==> src/hcs_pkg.sv <==
// Shared types and constants for the Hamiltonian cycle search block.
package hcs_pkg;

	localparam int MAX_VERTICES_DEF = 16;

	localparam int VC_W   = 5;
	localparam int IDX_W  = 4;
	localparam int ROW_W  = 16;
	localparam int VERT_W = 4;

	localparam int PADDR_W = 3;
	localparam int PDATA_W = 32;

	localparam logic [PADDR_W-1:0] ADDR_VERTEX_COUNT = 3'd0;
	localparam logic [VC_W-1:0]    VC_RESET          = 5'd16;

	localparam logic OP_LOAD  = 1'b0;
	localparam logic OP_START = 1'b1;

	typedef enum logic [2:0] {
		ST_IDLE,
		ST_EVAL,
		ST_POP,
		ST_NF,
		ST_OUT_RD,
		ST_OUT_LD
	} hcs_state_t;

endpackage

==> src/hamiltonian_cycle_search_top.sv <==
// Hamiltonian cycle search: row loads, depth-first backtracking, cycle readout.
// A load word writes its row in idle. A start word runs a search: an advance is an
// EVAL step and a backtrack step is POP then EVAL, set by the single adjacency and
// path stack read ports. Each result word is a stack read, then an output load.
// No input is taken from a start until its last result is in the output register.
// Reset (arst_n, async): idle, empty output register, vertex count 16; no memory clear.
module hamiltonian_cycle_search_top import hcs_pkg::*; #(
	parameter int MAX_VERTICES = MAX_VERTICES_DEF
) (
	input  logic               clk,
	input  logic               arst_n,
	input  logic               psel,
	input  logic               penable,
	input  logic               pwrite,
	input  logic [PADDR_W-1:0] paddr,
	input  logic [PDATA_W-1:0] pwdata,
	output logic [PDATA_W-1:0] prdata,
	output logic               pready,
	input  logic               in_valid,
	output logic               in_stall,
	input  logic               op,
	input  logic [IDX_W-1:0]   row_index,
	input  logic [ROW_W-1:0]   row_edges,
	output logic               out_valid,
	input  logic               out_stall,
	output logic               found,
	output logic [VERT_W-1:0]  vertex,
	output logic               last
);

	logic [VC_W-1:0] vertex_count;

	hcs_cfg u_cfg (
		.clk          (clk),
		.arst_n       (arst_n),
		.psel         (psel),
		.penable      (penable),
		.pwrite       (pwrite),
		.paddr        (paddr),
		.pwdata       (pwdata),
		.prdata       (prdata),
		.pready       (pready),
		.vertex_count (vertex_count)
	);

	hcs_ctrl #(.MAX_VERTICES(MAX_VERTICES)) u_ctrl (
		.clk          (clk),
		.arst_n       (arst_n),
		.vertex_count (vertex_count),
		.in_valid     (in_valid),
		.in_stall     (in_stall),
		.op           (op),
		.row_index    (row_index),
		.row_edges    (row_edges),
		.out_valid    (out_valid),
		.out_stall    (out_stall),
		.found        (found),
		.vertex       (vertex),
		.last         (last)
	);

endmodule

==> src/hcs_ram.sv <==
// Generic single-port-write, single-port-read RAM with registered read data.
module hcs_ram #(
	parameter int WIDTH = 16,
	parameter int DEPTH = 16
) (
	input  logic                     clk,
	input  logic                     we,
	input  logic [$clog2(DEPTH)-1:0] waddr,
	input  logic [WIDTH-1:0]         wdata,
	input  logic                     re,
	input  logic [$clog2(DEPTH)-1:0] raddr,
	output logic [WIDTH-1:0]         rdata
);

	logic [WIDTH-1:0] mem_q [DEPTH];
	logic [WIDTH-1:0] rdata_q;

	always_ff @(posedge clk) begin
		if (we) begin
			mem_q[waddr] <= wdata;
		end
		if (re) begin
			rdata_q <= mem_q[raddr];
		end
	end

	assign rdata = rdata_q;

endmodule

==> src/hcs_cfg.sv <==
// APB register file holding the vertex count.
module hcs_cfg import hcs_pkg::*; (
	input  logic               clk,
	input  logic               arst_n,
	input  logic               psel,
	input  logic               penable,
	input  logic               pwrite,
	input  logic [PADDR_W-1:0] paddr,
	input  logic [PDATA_W-1:0] pwdata,
	output logic [PDATA_W-1:0] prdata,
	output logic               pready,
	output logic [VC_W-1:0]    vertex_count
);

	logic [VC_W-1:0] vertex_count_q;
	logic            wr_en;

	assign pready = 1'b1;
	assign wr_en  = psel && penable && pwrite && pready;

	always_ff @(posedge clk or negedge arst_n) begin
		if (!arst_n) begin
			vertex_count_q <= VC_RESET;
		end else if (wr_en && paddr == ADDR_VERTEX_COUNT) begin
			vertex_count_q <= pwdata[VC_W-1:0];
		end
	end

	always_comb begin
		unique case (paddr)
			ADDR_VERTEX_COUNT: prdata = PDATA_W'(vertex_count_q);
			default:           prdata = '0;
		endcase
	end

	assign vertex_count = vertex_count_q;

endmodule

==> src/hcs_ctrl.sv <==
// Backtracking search sequencer around the adjacency and path stack memories.
module hcs_ctrl import hcs_pkg::*; #(
	parameter int MAX_VERTICES = MAX_VERTICES_DEF
) (
	input  logic              clk,
	input  logic              arst_n,
	input  logic [VC_W-1:0]   vertex_count,
	input  logic              in_valid,
	output logic              in_stall,
	input  logic              op,
	input  logic [IDX_W-1:0]  row_index,
	input  logic [ROW_W-1:0]  row_edges,
	output logic              out_valid,
	input  logic              out_stall,
	output logic              found,
	output logic [VERT_W-1:0] vertex,
	output logic              last
);

	localparam int VLIMIT = (MAX_VERTICES < 16) ? MAX_VERTICES : 16;
	localparam int AW     = $clog2(VLIMIT);
	localparam int LW     = $clog2(VLIMIT + 1);

	hcs_state_t state_q, state_d;

	logic [LW-1:0]     level_q, level_d;
	logic [LW-1:0]     next_q, next_d;
	logic [LW-1:0]     n_q, n_d;
	logic [LW-1:0]     cnt_q, cnt_d;
	logic [AW-1:0]     top_q, top_d;
	logic [VLIMIT-1:0] vis_q, vis_d;

	logic              out_valid_q;
	logic              found_q;
	logic [VERT_W-1:0] vertex_q;
	logic              last_q;
	logic              out_load;
	logic              out_found;
	logic [VERT_W-1:0] out_vertex;
	logic              out_last;
	logic              out_free;

	logic              adj_we, adj_re;
	logic [AW-1:0]     adj_waddr, adj_raddr;
	logic [ROW_W-1:0]  adj_rdata;
	logic              stk_we, stk_re;
	logic [AW-1:0]     stk_waddr, stk_raddr, stk_wdata;
	logic [AW-1:0]     stk_rdata;

	logic [LW-1:0]     n_start;
	logic [VLIMIT-1:0] cand;
	logic [AW-1:0]     pick;
	logic              in_acc;

	hcs_ram #(.WIDTH(ROW_W), .DEPTH(VLIMIT)) u_adj (
		.clk   (clk),
		.we    (adj_we),
		.waddr (adj_waddr),
		.wdata (row_edges),
		.re    (adj_re),
		.raddr (adj_raddr),
		.rdata (adj_rdata)
	);

	hcs_ram #(.WIDTH(AW), .DEPTH(VLIMIT)) u_stk (
		.clk   (clk),
		.we    (stk_we),
		.waddr (stk_waddr),
		.wdata (stk_wdata),
		.re    (stk_re),
		.raddr (stk_raddr),
		.rdata (stk_rdata)
	);

	assign in_stall = (state_q != ST_IDLE);
	assign in_acc   = in_valid && !in_stall;
	assign out_free = !out_valid_q || !out_stall;

	// vertex count clamped to 1..VLIMIT
	always_comb begin
		if (vertex_count == '0) begin
			n_start = LW'(1);
		end else if (vertex_count > VC_W'(VLIMIT)) begin
			n_start = LW'(VLIMIT);
		end else begin
			n_start = LW'(vertex_count);
		end
	end

	// unvisited neighbors of the path top at or after the resume point, lowest first
	always_comb begin
		for (int i = 0; i < VLIMIT; i++) begin
			cand[i] = adj_rdata[i] && !vis_q[i] && (LW'(i) >= next_q) && (LW'(i) < n_q);
		end
		pick = '0;
		for (int i = VLIMIT - 1; i >= 0; i--) begin
			if (cand[i]) begin
				pick = AW'(i);
			end
		end
	end

	always_comb begin
		state_d    = state_q;
		level_d    = level_q;
		next_d     = next_q;
		n_d        = n_q;
		cnt_d      = cnt_q;
		top_d      = top_q;
		vis_d      = vis_q;
		adj_we     = 1'b0;
		adj_waddr  = row_index[AW-1:0];
		adj_re     = 1'b0;
		adj_raddr  = top_q;
		stk_we     = 1'b0;
		stk_waddr  = level_q[AW-1:0];
		stk_wdata  = pick;
		stk_re     = 1'b0;
		stk_raddr  = '0;
		out_load   = 1'b0;
		out_found  = 1'b0;
		out_vertex = '0;
		out_last   = 1'b0;

		unique case (state_q)
			ST_IDLE: begin
				if (in_acc) begin
					if (op == OP_LOAD) begin
						adj_we = ({1'b0, row_index} < (IDX_W + 1)'(VLIMIT));
					end else begin
						// path starts at vertex 0
						stk_we    = 1'b1;
						stk_waddr = '0;
						stk_wdata = '0;
						adj_re    = 1'b1;
						adj_raddr = '0;
						top_d     = '0;
						vis_d     = VLIMIT'(1);
						level_d   = LW'(1);
						next_d    = LW'(1);
						n_d       = n_start;
						state_d   = ST_EVAL;
					end
				end
			end
			ST_EVAL: begin
				if (level_q < n_q && cand != '0) begin
					stk_we    = 1'b1;
					stk_waddr = level_q[AW-1:0];
					stk_wdata = pick;
					vis_d     = vis_q | (VLIMIT'(1) << pick);
					level_d   = level_q + LW'(1);
					next_d    = LW'(1);
					top_d     = pick;
					adj_re    = 1'b1;
					adj_raddr = pick;
				end else if (level_q >= n_q && adj_rdata[0]) begin
					cnt_d   = '0;
					state_d = ST_OUT_RD;
				end else begin
					level_d = level_q - LW'(1);
					if (level_q == LW'(1)) begin
						vis_d   = '0;
						state_d = ST_NF;
					end else begin
						// drop the top and fetch the vertex below it
						vis_d     = vis_q & ~(VLIMIT'(1) << top_q);
						next_d    = LW'(top_q) + LW'(1);
						stk_re    = 1'b1;
						stk_raddr = AW'(level_q - LW'(2));
						state_d   = ST_POP;
					end
				end
			end
			ST_POP: begin
				top_d     = stk_rdata;
				adj_re    = 1'b1;
				adj_raddr = stk_rdata;
				state_d   = ST_EVAL;
			end
			ST_NF: begin
				if (out_free) begin
					out_load = 1'b1;
					out_last = 1'b1;
					state_d  = ST_IDLE;
				end
			end
			ST_OUT_RD: begin
				stk_re    = 1'b1;
				stk_raddr = (cnt_q == n_q) ? '0 : cnt_q[AW-1:0];
				state_d   = ST_OUT_LD;
			end
			ST_OUT_LD: begin
				if (out_free) begin
					out_load   = 1'b1;
					out_found  = 1'b1;
					out_vertex = VERT_W'(stk_rdata);
					out_last   = (cnt_q == n_q);
					cnt_d      = cnt_q + LW'(1);
					state_d    = (cnt_q == n_q) ? ST_IDLE : ST_OUT_RD;
				end
			end
			default: begin
				state_d = ST_IDLE;
			end
		endcase
	end

	always_ff @(posedge clk or negedge arst_n) begin
		if (!arst_n) begin
			state_q     <= ST_IDLE;
			level_q     <= '0;
			next_q      <= '0;
			n_q         <= '0;
			cnt_q       <= '0;
			top_q       <= '0;
			vis_q       <= '0;
			out_valid_q <= 1'b0;
		end else begin
			state_q <= state_d;
			level_q <= level_d;
			next_q  <= next_d;
			n_q     <= n_d;
			cnt_q   <= cnt_d;
			top_q   <= top_d;
			vis_q   <= vis_d;
			if (out_load) begin
				out_valid_q <= 1'b1;
			end else if (!out_stall) begin
				out_valid_q <= 1'b0;
			end
		end
	end

	always_ff @(posedge clk) begin
		if (out_load) begin
			found_q  <= out_found;
			vertex_q <= out_vertex;
			last_q   <= out_last;
		end
	end

	assign out_valid = out_valid_q;
	assign found     = found_q;
	assign vertex    = vertex_q;
	assign last      = last_q;

	// path length and visited set stay in step
	a_vis_level: assert property (@(posedge clk) disable iff (!arst_n)
		state_q == ST_EVAL |-> $countones(vis_q) == int'(level_q))
		else $error("visited mask out of step with search level");

	a_root_visited: assert property (@(posedge clk) disable iff (!arst_n)
		state_q == ST_EVAL |-> vis_q[0] && level_q != '0 && level_q <= n_q)
		else $error("search level or root mark corrupt");

	a_word_source: assert property (@(posedge clk) disable iff (!arst_n)
		$rose(out_valid_q) |-> $past(state_q == ST_NF || state_q == ST_OUT_LD))
		else $error("result word loaded outside output states");

	a_nf_word: assert property (@(posedge clk) disable iff (!arst_n)
		$past(state_q == ST_NF && out_free) |-> out_valid_q && last_q && !found_q)
		else $error("not-found word malformed");

	a_busy_stall: assert property (@(posedge clk) disable iff (!arst_n)
		state_q == ST_POP |=> state_q == ST_EVAL)
		else $error("pop did not return to evaluation");

endmodule
==> config.mk <==
export PLATFORM = sky130hd
export DESIGN_NAME = hamiltonian_cycle_search_top
export DESIGN_NICKNAME = d
export VERILOG_FILES = /design/src/hcs_pkg.sv /design/src/hamiltonian_cycle_search_top.sv /design/src/hcs_ram.sv /design/src/hcs_cfg.sv /design/src/hcs_ctrl.sv
export SDC_FILE = /design/constraint.sdc
export NUM_CORES = 1
export LEC_CHECK = 0
export BUFFER_PORTS_ARGS = -buffer_cell sky130_fd_sc_hd__buf_4
export CAP_MARGIN = 20
export CORE_MARGIN = 2
export CORE_UTILIZATION = 31
export CTS_BUF_LIST = sky130_fd_sc_hd__clkbuf_16
export DETAILED_ROUTE_END_ITERATION = 8
export GPL_TIMING_DRIVEN = 1
export PLACE_DENSITY = 0.47
export SYNTH_ARGS = -nofsm -noshare
export SYNTH_HDL_FRONTEND = slang
export SYNTH_SLANG_ARGS = --single-unit
==> constraint.sdc <==
create_clock -name clk -period 8.5 [get_ports clk]
set_clock_uncertainty 0.1 [all_clocks]
set_input_delay 0.425 -clock clk [delete_from_list [all_inputs] [get_ports clk]]
set_output_delay 0.425 -clock clk [all_outputs]
set_load 0.05 [all_outputs]
== Word level (Yosys, flattened, before mapping) ==
Memory sizes are Yosys's and may differ from the RTL's. A register that Yosys moved wholly into a read port is not among the register bits.
Index checks and enable logic that the tools add are counted.
Word-level totals
  memory bits (writable): 320
  register bits after elaboration: 55
  latch bits: 0
  output and inout port bits: 41
  memories kept: 2
  memory bits (read-only): 0
Operators by class
  shift-type cells: 2
  eq/ne operators: 16
  multipliers: 0
  bitwise gates (word level): 3
  div/mod/pow operators: 0
  add/sub/neg operators: 5
  $lt $le $gt $ge: 35
  reduce and logical (&&, ||, !) cells: 88
  multiplexer cells: 84
Memory list
  u_ctrl.u_adj.mem_q: words 16, width 16, rd ports 1, clocked after Yosys merged registers in 1, wr ports 1, line hcs_ram.sv:15  | logic [WIDTH-1:0] mem_q [DEPTH];
  u_ctrl.u_stk.mem_q: words 16, width 4, rd ports 1, clocked after Yosys merged registers in 1, wr ports 1, line hcs_ram.sv:15
Operators by type and width (count)
  4-bit 2-to-1 mux: 29
  16-bit 2-to-1 mux: 5
  5-bit 2-to-1 mux: 13
  1-bit logical AND: 54
  4-bit by 5-bit >= comparator with 1-bit output (first input constant): 8
  4-bit by 5-bit less-than comparator with 1-bit output (first input constant): 8
  16-bit case mux with 2 select lines: 1
  1-bit by 4-bit left shift with 16-bit output (first input constant): 2
  5-bit case mux with 2 select lines: 3
  3-bit 2-to-1 mux: 7
  3-bit by 5-bit >= comparator with 1-bit output (first input constant): 4
  3-bit by 5-bit less-than comparator with 1-bit output (first input constant): 4
  1-bit zero test: 19
  1-bit 2-to-1 mux: 19
  3-bit case mux with 6 select lines: 1
  16-bit AND: 1
  16-bit NOT: 1
  16-bit OR: 1
  16-bit nonzero test: 1
  4-bit case mux with 3 select lines: 1
  5-bit by 1-bit adder with 5-bit output (second input constant): 2
  1-bit by 5-bit >= comparator with 1-bit output (first input constant): 2
  2-bit by 5-bit >= comparator with 1-bit output (first input constant): 2
  1-bit by 5-bit less-than comparator with 1-bit output (first input constant): 2
  other kinds (28): 43

== Logic depth before layout (Yosys ltp) ==
  depth in word-level cells: 24
  gate-level depth with buffers: 18
  gate-level depth less buffers: 14

== Cells and area by module ==
From an unflattened synthesis, not the netlist that was laid out.
Unflattened totals
  cell total of the unflattened synthesis: 1044
  area, all modules: 17267.8 µm²
Modules (own cells, without submodules)
  hcs_ram at u_ctrl.u_adj: cells each 432, times used 1, area each 10203.5 µm²
  hcs_ctrl: cells each 434, times used 1, area each 3871.2 µm²
  hcs_ram at u_ctrl.u_stk: cells each 130, times used 1, area each 2706.3 µm²
  hcs_cfg: cells each 48, times used 1, area each 486.7 µm²

== Worst setup path after synthesis ==
Ideal clock, no wire load.
  kind: reg-to-reg
  start point: register u_ctrl.state_q[1]
  end point: memory u_ctrl.u_adj.mem_q[0][0] (enable)
  stages on the path, launching flop included: 8
  clock period less this slack: 3768 ps
  path buffers: 1
  library setup time: 437 ps
  arrival time: 3232 ps
  setup slack: 4732 ps
  required time: 7963 ps
  cells stage by stage: dfrtp_1 -> or2_2 -> clkbuf_1 -> nor2_1 -> nand2_1 -> or2_2 -> nor2_1 -> nor4b_1
On the way
  cells in the longest elaborated chain, start to end: 7
  elaborated cells on any way between the ends: 8
Ends and longest elaborated chain
  from (decl): line hcs_ctrl.sv:24  | hcs_state_t state_q, state_d;
  from (signal assigned): line hcs_ctrl.sv:220  | state_q <= state_d;
  3-bit nonzero test: line hcs_ctrl.sv:75  | assign in_stall = (state_q != ST_IDLE);
  1-bit zero test: line hcs_ctrl.sv:76  | assign in_acc = in_valid && !in_stall;
  1-bit logical AND: line hcs_ctrl.sv:76
  1-bit 2-to-1 mux: line hcs_ctrl.sv:127  | if (in_acc) begin
  1-bit 2-to-1 mux (*): line hcs_ctrl.sv:125  | unique case (state_q)
  1-bit 2-to-1 mux (*): line hcs_ram.sv:19  | if (we) begin
  1-bit 2-to-1 mux (implied by the code) (*): line hcs_ram.sv:20  | mem_q[waddr] <= wdata;
  to (decl): line hcs_ram.sv:15
Mark *: on every way between the ends. The rest lies on a longest branch, timed or not.

== Worst setup path after layout ==
  start point: register u_ctrl.n_q[1]
  end point: register u_ctrl.u_adj.rdata_q[10] (netlist: u_ctrl.u_adj.rdata[10]) (read register of u_ctrl.u_adj.mem_q) (data pin)
On the way
  cells in the longest elaborated chain, start to end: 20
  elaborated cells on any way between the ends: 55
Ends and longest elaborated chain
  from (decl): line hcs_ctrl.sv:28  | logic [LW-1:0] n_q, n_d;
  from (signal assigned): line hcs_ctrl.sv:223  | n_q <= n_d;
  4-bit by 5-bit less-than comparator with 1-bit output: line hcs_ctrl.sv:93  | cand[i] = adj_rdata[i] && !vis_q[i] && (LW'(i) >= next_q) && (LW'(i) < n_q);
  1-bit logical AND: line hcs_ctrl.sv:93
  4-bit 2-to-1 mux (16 in series): line hcs_ctrl.sv:97  | if (cand[i]) begin
  4-bit 2-to-1 mux: line hcs_ctrl.sv:147  | if (level_q < n_q && cand != '0) begin
  4-bit case mux with 3 select lines: line hcs_ctrl.sv:125
  to (decl): line hcs_ram.sv:16  | logic [WIDTH-1:0] rdata_q;
Parallel ways exist; a longest one is shown, timed or not.
A chain may end at the register's enable or synchronous reset.

==> results.yml <==
layout:
  fill_cells: 5573
  syn2layout_area_growth_pct: 14.9
  final_common_cell: "edfxtp_1"
  final_cell_mix: "edfxtp_1 (346), nand2_1 (154), mux2i_1 (114), nor2_1 (95), buf_4 (80)"
  finalNetCount: 1506
  multi_input_area_um2: 5650
  drive_above_1_share: 0.143
  regArea_um2: 11600
yosys:
  synth_top_area_share: 0.583
  syn-cell-area_um2: 17800
  yosysWarnings: 0
  synth_top_area_cell: "edfxtp_1"
  synth_cell_types: 86
  syn-instance-count: 1366
  avgSynthCellArea_um2: 13.1
  synth.top_cells.by_area: "edfxtp_1 (58%), dfrtp_1 (6.7%), mux2i_1 (6.4%)"
  ys_seq_area_frac: 0.652
  synthArstFlopShare: 0.124
  synth-seq-cells: 395
  synth_edf_count: 346
  synth-main-ff-cell: "edfxtp_1"
route:
  wl_per_cell_um: 20.2
  wl_um: 44700
  route.vias.total: 11200
  first_iter_violations: 1032
  remaining_drc_errors: 0
  firstDrtPassIters: 5
  via_per_inst: 5.03
  antenna_left: 0
critical_path:
  crit_fanout: 63
  start_kind: "flop"
  critPathMaxStageDelay_ns: 0.69
  reg2reg_from: "u_ctrl.n_q[1]"
  path_class: "reg2reg"
  timing.rr.end: "u_ctrl.u_adj.rdata[10]"
  cp_slowest_cell: "a221oi_1"
  crit_family: "compound AO/OA/AOI/OAI gates"
  required_ns: 8.70
  critPathMostFrequentCell: "buf_4"
  crit_path_end_kind: "flop"
  critPathArrivalTime_ns: 6.16
  r2r_setup_slack_ns: 2.54
  crit_chain: "inv_1 -> ha_1 -> nor2b_1 -> o21ai_0 -> nand2b_1 -> a221oi_1 -> o211ai_2 -> o22ai_4 -> nor2_4 -> buf_4 -> inv_6 -> buf_4 -> mux2i_1 -> mux2_2 -> o22ai_1 -> a211o_1"
  reg2regPathDepth: 16
  crit_buf_inv: 4
grt:
  overflow: 0
  grt_pass1_vias: 11000
  antenna_found_initial: 1
  grt.total_usage: 0.149
  grt_max_degree: 64
  grt_pass1_wl_um: 68000
clock_network:
  cts.sinks: 395
  htreeDepth: 2
  cts_tree: "yes"
  post_cts_buffers: 0
  clkTransAtPathRegs_ns: 0.06
  ctsResizeCount: 0
  numCtsBuffers: 45
  insertion_delay_ns: 0.59
  cts_root_buffer: "clkbuf_16"
  cts_hold_buf: 6
  clock_path_buffers: 3
sta:
  final_max_slew_viol_count: 0
  max_slew_margin: 0.304
  clock.fmax_mhz: 168
  rsz0062_at_grt: "false"
  min_period_over_period: 0.702
  final.min_clock_period_ns: 5.96
  setup_viol: 0
  tns_ns: 0
  max_slew.worst_pin.slew_ns: 1.04
  finalHoldViolations: 0
place:
  place_congestion: 0.826
  port_buffers: 48
  dp_hpwl_um: 28400
floorplan:
  start_util: 0.315
  die_y_um: 244
  num_io_pins: 104
  core_um2: 56600
  dieArea_um2: 59400
  placementRows: 87
  fp.dieW_um: 244
min_path:
  holdCritPathClass: "in2reg"
  min_to: "u_ctrl.u_adj.mem_q[4][10]"
  worstHoldStart: "row_edges[10]"
  hold_path_depth: 1
job:
  cap_violations: 0
status:
  status: "complete, no violations"
[Yosys cell counts, types with 4 or more instances]
master     count
a211o_1        7
a21o_1         5
a21oi_1       79
a221oi_1       6
a22oi_1        8
a31oi_1       18
a32oi_1       16
and2_1        14
and3_1        19
buf_2         22
buf_4         37
buf_6         11
clkbuf_1      30
dfrtp_1       48
edfxtp_1     346
ha_1          18
inv_1         17
mux2_2        14
mux2i_1      114
nand2_1      154
nand2b_1      15
nand3_1       29
nand3b_1       7
nand4_1        6
nor2_1        98
nor2b_1        5
nor3_1        28
nor3b_1        4
nor4_1        13
nor4_2         4
o21a_1         4
o21ai_0       32
o21ai_1        4
o221ai_1       7
o22ai_1       29
o2bb2ai_1      5
o31ai_1        4
or2_2          7
xnor2_1        8
xor2_1         6
[per-layer routing]
layer	global-route usage	part of all wire	vias up
li1	-	-	5243
met1	0.202	0.45	5595
met2	0.247	0.48	254
met3	0.0253	0.048	64
met4	0.0411	0.022	2
met5	0	0.00027	-
[stage by stage]
stage | cells | setup WS (ns) | cell area [um^2] | util | hold slack, ns
global route | 2218 | 2.13 | 20500 | 0.362 | 0.0490
CTS | 2216 | 2.48 | 20400 | 0.361 | 0.0162
global placement | 2125 | 2.52 | 18900 | 0.334 | 0.389
floorplan | 1392 | 4.73 | 17900 | - | 0.0294
detailed placement | 2126 | 2.48 | 18900 | 0.334 | 0.403
finish | 2219 | 2.54 | 20500 | 0.362 | 0.0531
[cell type report]
class	instances	area share
Sequential cell	395	0.567
Multi-Input combinational cell	876	0.276
Timing Repair Buffer	87	0.0336
Clock buffer	45	0.0550
Clock inverter	39	0.0178
Antenna cell	1	0.000122
Inverter	20	0.00415
Tap cell	756	0.0462
[kinds of logic after synthesis]
kind of cell,after synthesis,synth area share
multiplexers,130,0.0741
buffers and inverters,121,0.0399
AO/OA/AOI/OAI,260,0.0979
XOR/XNOR,14,0.00688
adder cells (fa/ha/maj),18,0.0126
AND/OR/NAND/NOR,426,0.117
other,2,0.000421
flip-flops,395,0.652
[sequential cells by signal, indices dropped and copies added (netlist names), 5 cells and up]
signal and flops:
u_ctrl.u_adj.rdata 16, u_ctrl.cnt_q 5, u_ctrl.vis_q 16, u_ctrl.level_q 5, u_ctrl.u_stk.mem_q 64, u_ctrl.u_adj.mem_q 256, u_ctrl.n_q 5, u_ctrl.next_q 5
u_cfg.vertex_count 5
[worst max-delay path by stage]
stage | from | endpoint | cells after the start
finish | u_ctrl.n_q[1] | u_ctrl.u_adj.rdata[10] | 16
global route | u_ctrl.n_q[1] | u_ctrl.u_adj.rdata[10] | 16
CTS | u_ctrl.n_q[1] | u_ctrl.u_adj.rdata[10] | 16
detailed placement | u_ctrl.n_q[1] | u_ctrl.u_adj.rdata[10] | 16
global placement | u_ctrl.n_q[1] | u_ctrl.u_adj.rdata[10] | 16
floorplan | u_ctrl.state_q[1] | u_ctrl.u_adj.mem_q[0][0] | 7
Power is not shown: default switching activity piles up to over one toggle a cycle in this logic, so the estimate is an artifact.
